==> src/hdl/hbd_ram.sv <==
// Generic single-port-write, single-port-read RAM with registered read data.
`default_nettype none
module hbd_ram #(
  parameter int unsigned WIDTH = 8,
  parameter int unsigned DEPTH = 16
) (
  input  wire logic                     clk_i,
  input  wire logic                     we_i,
  input  wire logic [$clog2(DEPTH)-1:0] waddr_i,
  input  wire logic [WIDTH-1:0]         wdata_i,
  input  wire logic                     re_i,
  input  wire logic [$clog2(DEPTH)-1:0] raddr_i,
  output logic      [WIDTH-1:0]         rdata_o
);

  logic [WIDTH-1:0] mem_q [DEPTH];

  always_ff @(posedge clk_i) begin
    if (we_i) begin
      mem_q[waddr_i] <= wdata_i;
    end
    if (re_i) begin
      rdata_o <= mem_q[raddr_i];
    end
  end

endmodule
`default_nettype wire

==> config.mk <==
export PLATFORM = sky130hd
export DESIGN_NAME = hbd_ram
export DESIGN_NICKNAME = d
export VERILOG_FILES = /design/src/hdl/hbd_ram.sv
export SDC_FILE = /design/constraint.sdc
export NUM_CORES = 1
export LEC_CHECK = 0
export BUFFER_PORTS_ARGS = -buffer_cell sky130_fd_sc_hd__buf_2
export CAP_MARGIN = 20
export CELL_PAD_IN_SITES_DETAIL_PLACEMENT = 1
export CELL_PAD_IN_SITES_GLOBAL_PLACEMENT = 1
export CORE_MARGIN = 3
export CORE_UTILIZATION = 57
export CTS_CLUSTER_DIAMETER = 50
export DETAILED_ROUTE_END_ITERATION = 7
export PLACE_DENSITY_LB_ADDON = 0.08
export SYNTH_ARGS = -nofsm -noshare
export SYNTH_HDL_FRONTEND = slang
export SYNTH_SLANG_ARGS = --single-unit
==> constraint.sdc <==
create_clock -name clk_i -period 4.09 [get_ports clk_i]
set_input_delay 0.818 -clock clk_i [delete_from_list [all_inputs] [get_ports clk_i]]
set_output_delay 0.818 -clock clk_i [all_outputs]
set_load 0.01 [all_outputs]
; After elaboration in Yosys (flattened, before gate mapping)
; Memories as Yosys holds them, arrays and structs flattened. A register that Yosys moved wholly into a read port is not among the register bits.
; Cells that the tools add are included.
[op_classes]
mux = 2
[ops]
columns = operator, count
row1 = 2-to-1 mux 1 bit, 2
[word_totals]
regBits = 0
ramBits = 128
out_inout_bits = 8
elab_cells = 3
memories = 1
[mem_list]
columns = name, depth, word_bits, read_ports, rd_clocked_by_memory_dff, wr, line
row1 = mem_q, 16, 8, 1, 1, 1, 16  ; logic [WIDTH-1:0] mem_q [DEPTH];

; Longest topological paths before layout
; Gate-level depths: netlist of the first run.
[depth]
ltp_word = 2
ltp_mapped = 5

; Worst setup path after synthesis of the first run
; Ideal clock, no wire load.
[synth_path]
path_kind = in2reg
from = in waddr_i[2]
to = mem mem_q[0][0] (enable)
setup_ns = 0.383
t_arrival_ns = 1.928
required_time_ns = 3.707
path_slack_ns = 1.779
stages = 2
path_cell_list = or3b_2 > nor3_1
[synth_lines]
columns = item, line
row1 = start: declaration, 9  ; input wire logic [$clog2(DEPTH)-1:0] waddr_i,
row2 = end: declaration, 16
; No word-level cell before the write port.

==> results of run 1 <==
==> state kept, by name (all words and copies together), names as in the netlist <==
name	count
rdata_o	8
mem_q	128
==> power groups by stage <==
stage | registers [mW] | logic, mW | clock network, mW
final | 1.58 | 0.145 | 1.47
after global placement | 1.61 | 0.141 | 0
after detailed placement | 1.61 | 0.146 | 0
after CTS | 1.58 | 0.147 | 1.49
after global routing | 1.58 | 0.157 | 1.55
after floorplan | 1.61 | 0.0792 | 0
==> logic make-up (layout without fill, tap and decap cells) <==
kind of cell           after synthesis  count (layout)  share of synthesized area (%)
buffers and inverters               10              61                           1.65
flip-flops                         136             136                           78.1
AO/OA/AOI/OAI                       16              16                           2.30
multiplexers                        32              32                           14.8
AND/OR/NAND/NOR                     35              35                           3.14
==> metrics by stage <==
| stage | setup slack (ns) | util, % | area [sq um] | hold WS [ns] |
|---|---|---|---|---|
| 6_report | 2.07 | 68.5 | 6030 | 0.665 |
| 2_1_floorplan | 1.78 | - | 5230 | 0.705 |
| 3_5_place_dp | 1.50 | 62.0 | 5460 | 0.761 |
| 3_3_place_gp | 1.54 | 62.0 | 5460 | 0.742 |
| 4_1_cts | 2.05 | 68.5 | 6030 | 0.651 |
| 5_1_grt | 2.00 | 68.5 | 6030 | 0.655 |
==> worst register-to-register path, cell delays in order, from the launching register on <==
cell and delay, ns:
edfxtp_1 0.38, mux4_1 0.57, a22oi_1 0.29, nand2_1 0.09
==> per-layer routing <==
layer	up-vias	GRT usage [%]	wire, um
met3	8	5.72	692
met4	0	5.83	57
li1	1064	-	-
met5	-	0	0
met1	1265	33.6	4750
met2	97	35.2	5320
==> layout by cell type, fill, tap and decap left out <==
| master | instances |
|---|---|
| nor2b_1 | 1 |
| mux4_1 | 14 |
| clkinv_4 | 3 |
| a22oi_1 | 16 |
| nand2b_1 | 2 |
| clkinvlp_4 | 3 |
| bufinv_16 | 3 |
| buf_2 | 26 |
| clkbuf_16 | 16 |
| nand3_1 | 1 |
| and2_1 | 1 |
| edfxtp_1 | 136 |
| clkinv_1 | 1 |
| nor3_1 | 4 |
| nor2_1 | 13 |
| mux4_2 | 18 |
| or3b_2 | 1 |
| clkbuf_8 | 1 |
| buf_12 | 1 |
| nand3b_1 | 2 |
| clkinv_2 | 3 |
| and2b_1 | 1 |
| nand2_1 | 9 |
| buf_4 | 4 |
==> final cells by class <==
| class | count | share of cell area [%] |
|---|---|---|
| Timing Repair Buffer | 31 | 2.99 |
| Sequential cell | 136 | 67.7 |
| Clock inverter | 13 | 2.62 |
| Multi-Input combinational cell | 83 | 17.5 |
| Tap cell | 108 | 2.24 |
| Clock buffer | 17 | 6.87 |
==> final timing paths <==
path	cells after the start	slack (ns)	endpoint
setup / recovery	4	2.07	rdata_o[0]
hold / removal	1	0.67	rdata_o[7]
setup reg to reg	3	2.51	rdata_o[0]
hold reg to reg	3	0.77	rdata_o[5]
==> impl_metrics.yaml, run 1 <==
setup_path:
  required_ns: 4.35
  rr_startpoint: "mem_q[5][0]"
  path_buf_inv: 1
  worstPathArrival_ns: 2.28
  worstSetupStartpoint: "raddr_i[1]"
  critPathMaxStageDelay_ns: 0.61
  crit_type: "in -> reg"
  start_kind: "primary input"
  worstPathMaxFanout: 32
  crit_path_cell_trace: "buf_2 -> mux4_1 -> a22oi_1 -> nand2_1"
  critPathTopFamily: "buffers and inverters"
  end_kind: "flop"
  cpMaxStageDelayCell: "buf_2"
placement:
  place_hpwl_mm: 6.51
  dp_cells: 358
  io_buffers: 26
  place_congestion: 0.716
final_layout:
  drive_gt1_share_pct: 28.2
  multiInputGateArea_sq_um: 1060
  final_cell_count_no_fill: 388
  diodes: 0
  register_area_sq_um: 4080
  areaGrowthSynthToFinish_pct: 15.3
  nets: 288
  fillers: 690
synthesis:
  async_reset_ff_share_pct: 0
  yosys.area.top_type: "edfxtp_1"
  synth_edf_count: 136
  synth_top_area_share_pct: 78.1
  synth.avg_cell_area_sq_um: 22.8
  synth_common_cells: "136 x edfxtp_1, 18 x mux4_2, 16 x a22oi_1"
  synth.most_common_cell: "edfxtp_1"
  syn_inst: 229
  synth.yosys.seq_area_share_pct: 78.1
  yosysWarnings: 0
  synth_flop_cell: "edfxtp_1"
  syn_nets: 248
  ys_ff_latch: 136
  synth_cell_type_count: 18
  synth.area.top_cells: "edfxtp_1 78%, mux4_2 7.8%, mux4_1 7.0%"
  syn-cell-area_sq_um: 5230
pwr:
  p_sw_mw: 0.645
  p_seq_share_pct: 49.5
  power.leakage_nw: 2.01
  pwr-share-clk_pct: 45.9
  p_int_mw: 2.54
  ir_worst_vdd_uv: 373
  switching_share_pct: 20.2
  cellPowerDensity_nw_per_um2: 529
  finalPower_mw: 3.19
  combPwrFrac_pct: 4.5
grt:
  grt_pass1_vias: 2582
  grt_usage_pct: 22.9
  grt_antenna_before_repair: 0
  grt_overflow: 0
  grt_pass1_wl_mm: 16.1
  grt_max_degree: 33
timing:
  rsz0062_at_grt: "false"
  drv_slew: 0
  fin_crit_ns: 2.02
  clock_skew_ns: 0.00915
  finalSetupViolCount: 0
  finalHoldViolCount: 0
  min_period_over_period_pct: 49.5
  worstMarginPinSlew_ns: 0.970
  maxSlewHeadroom_pct: 35.1
  fmax_mhz: 494
  fin_tns_setup_ns: 0
cts:
  tritoncts: "built"
  cts_sinks: 136
  cts-root-buf: "clkbuf_8"
  cts_buffer_depth: 2
  numCtsBuffers: 17
  clk_pin_slew_worst_paths_ns: 0.06
  cts_hold_buf: 0
  cts_setup_buffers: 0
  cts_resized: 0
  clk_latency_ns: 0.51
  htreeDepth: 4
floorplanning:
  io_pins: 27
  rows: 34
  initial_core_util_pct: 59.4
  dieArea_sq_um: 10400
  die_h_um: 102
  die_w_um: 102
  core_sq_um: 8810
hold_path:
  hold_start: "re_i"
  hp-class: "in -> reg"
outcome:
  status: "finished clean"
routing:
  postRouteAntennaNets: 0
  drtIter0Drc: 233
  routed_wl_mm: 10.8
  drc: 0
  via_per_inst: 6.27
  post_drt_wl_per_cell_um: 27.9
  vias: 2434
  firstDrtPassIters: 4
run:
  drv_cap: 0
No activity file was read; power rests on OpenSTA's default activity.
==> run 2, diff against run 1 <==
Settings changed: CORE_UTILIZATION 57 to 53.
Clock period 4.09 ns to 2 ns, I/O delays scaled along.
==> run 2 against run 1 <==
Net effect: non-clock buffer count rose by 19; cell count rose by 11%; clock power rose by 100%; flip-flop and latch count stayed put; first-iteration DRC count down 25%; sequential power increased by 100%; sequential share of layout area fell by 1.9 points; hold slack got worse by 0.42 ns; largest cell class unchanged; highest routed layer unchanged.
==> impl_metrics.yaml, run 2 (synthesis gave the netlist of run 1 again) <==
timing:
  worstMarginPinSlew_ns: 0.469
  fin_tns_setup_ns: 0
  clock_skew_ns: 0.00987
  maxSlewHeadroom_pct: 68.7
  fmax_mhz: 590
  drv_slew: 0
  finalSetupViolCount: 0
  min_period_over_period_pct: 84.7
  rsz0062_at_grt: "false"
  finalHoldViolCount: 0
  fin_crit_ns: 1.69
grt:
  grt_max_degree: 22
  grt_overflow: 0
  grt_usage_pct: 23.2
  use_met2_pct: 36.2
  grt_use_met3_pct: 6.31
  grt_antenna_before_repair: 0
  grt_use_met1_pct: 33.0
  busiest_layer: "met2"
  grt_pass1_wl_mm: 17.9
  grt_pass1_vias: 2771
final_layout:
  register_area_sq_um: 4080
  final_cell_count_no_fill: 430
  nets: 307
  final_cell_mix: "136 x edfxtp_1, 26 x buf_2, 22 x buf_4"
  top_regs: "mem_q x128, rdata_o x8"
  largest_reg_flops: 128
  multiInputGateArea_sq_um: 1060
  drive_gt1_share_pct: 32.9
  regMostFlops: "mem_q"
  areaGrowthSynthToFinish_pct: 18.6
  diodes: 0
  fillers: 782
  mostFrequentLayoutCell: "edfxtp_1"
placement:
  dp_cells: 398
  place_hpwl_mm: 7.15
  io_buffers: 26
  place_congestion: 0.690
cts:
  cts_hold_buf: 0
  cts_sinks: 136
  clk_latency_ns: 0.52
  cts_buffer_depth: 2
  htreeDepth: 4
  cts-root-buf: "clkbuf_8"
  numCtsBuffers: 17
  cts_setup_buffers: 0
  cts_resized: 0
  clk_pin_slew_worst_paths_ns: 0.06
  tritoncts: "built"
pwr:
  power.leakage_nw: 2.11
  cellPowerDensity_nw_per_um2: 1050
  ir_worst_vdd_uv: 679
run:
  drv_cap: 0
routing:
  drtIter0Drc: 174
  via_per_inst: 5.94
  drc: 0
  vias: 2554
  firstDrtPassIters: 4
  post_drt_wl_per_cell_um: 26.8
  routed_wl_mm: 11.5
  postRouteAntennaNets: 0
setup_path:
  required_ns: 2.25
  end_kind: "flop"
  worstPathArrival_ns: 1.95
  worstPathMaxFanout: 1
  start_kind: "flop"
  crit_type: "reg -> reg"
hold_path:
  hp-class: "in -> reg"
outcome:
  status: "finished clean"
floorplanning:
  initial_core_util_pct: 55.5
  io_pins: 27
  core_sq_um: 9420
  rows: 35
  dieArea_sq_um: 11100
  die_h_um: 105
  die_w_um: 105
run 2: worst max-delay path, cell delays in order, from the launching register on:
cell and delay, ns:
edfxtp_1 0.44, mux4_1 0.58, a22oi_1 0.29, nand2_1 0.11
run 2: power by group:
part | internal (mW) | switching (mW) | total, mW
logic | 0.132 | 0.181 | 0.314
clock network | 1.77 | 1.20 | 2.97
registers | 3.21 | 0.0198 | 3.23
run 2: layout make-up:
class | instances | share of cell area (%)
clock buffers | 17 | 6.68
clock inverters | 15 | 2.42
multi-input cells | 83 | 17.0
flip-flops and latches | 136 | 65.8
well taps | 129 | 2.60
repair buffers | 50 | 5.41
run 2: worst paths after layout:
check,start,to,slack (ns),cells past startpoint
setup / recovery,mem_q[8][3],rdata_o[3],0.31,3
hold / removal,re_i,rdata_o[2],0.25,1
setup reg to reg,mem_q[8][3],rdata_o[3],0.31,3
hold reg to reg,mem_q[11][7],rdata_o[7],0.77,3
run 2: through the flow:
step	setup WS [ns]	utilization, %	total power, mW	hold slack [ns]	area (sq um)
final	0.305	65.9	6.52	0.250	6200
after global routing	0.281	65.9	6.75	0.229	6200
after detailed placement	-0.0193	59.9	3.61	0.753	5640
after floorplan	0.107	-	3.45	0.499	5230
after global placement	0.0200	59.9	3.59	0.736	5640
after CTS	0.289	65.9	6.58	0.228	6200
run 2: layer usage:
| metal | share of wire [%] | wire, um |
|---|---|---|
| met5 | 0 | 0 |
| met4 | 1.1 | 124 |
| met3 | 4.7 | 540 |
| met2 | 51 | 5840 |
| met1 | 44 | 5020 |
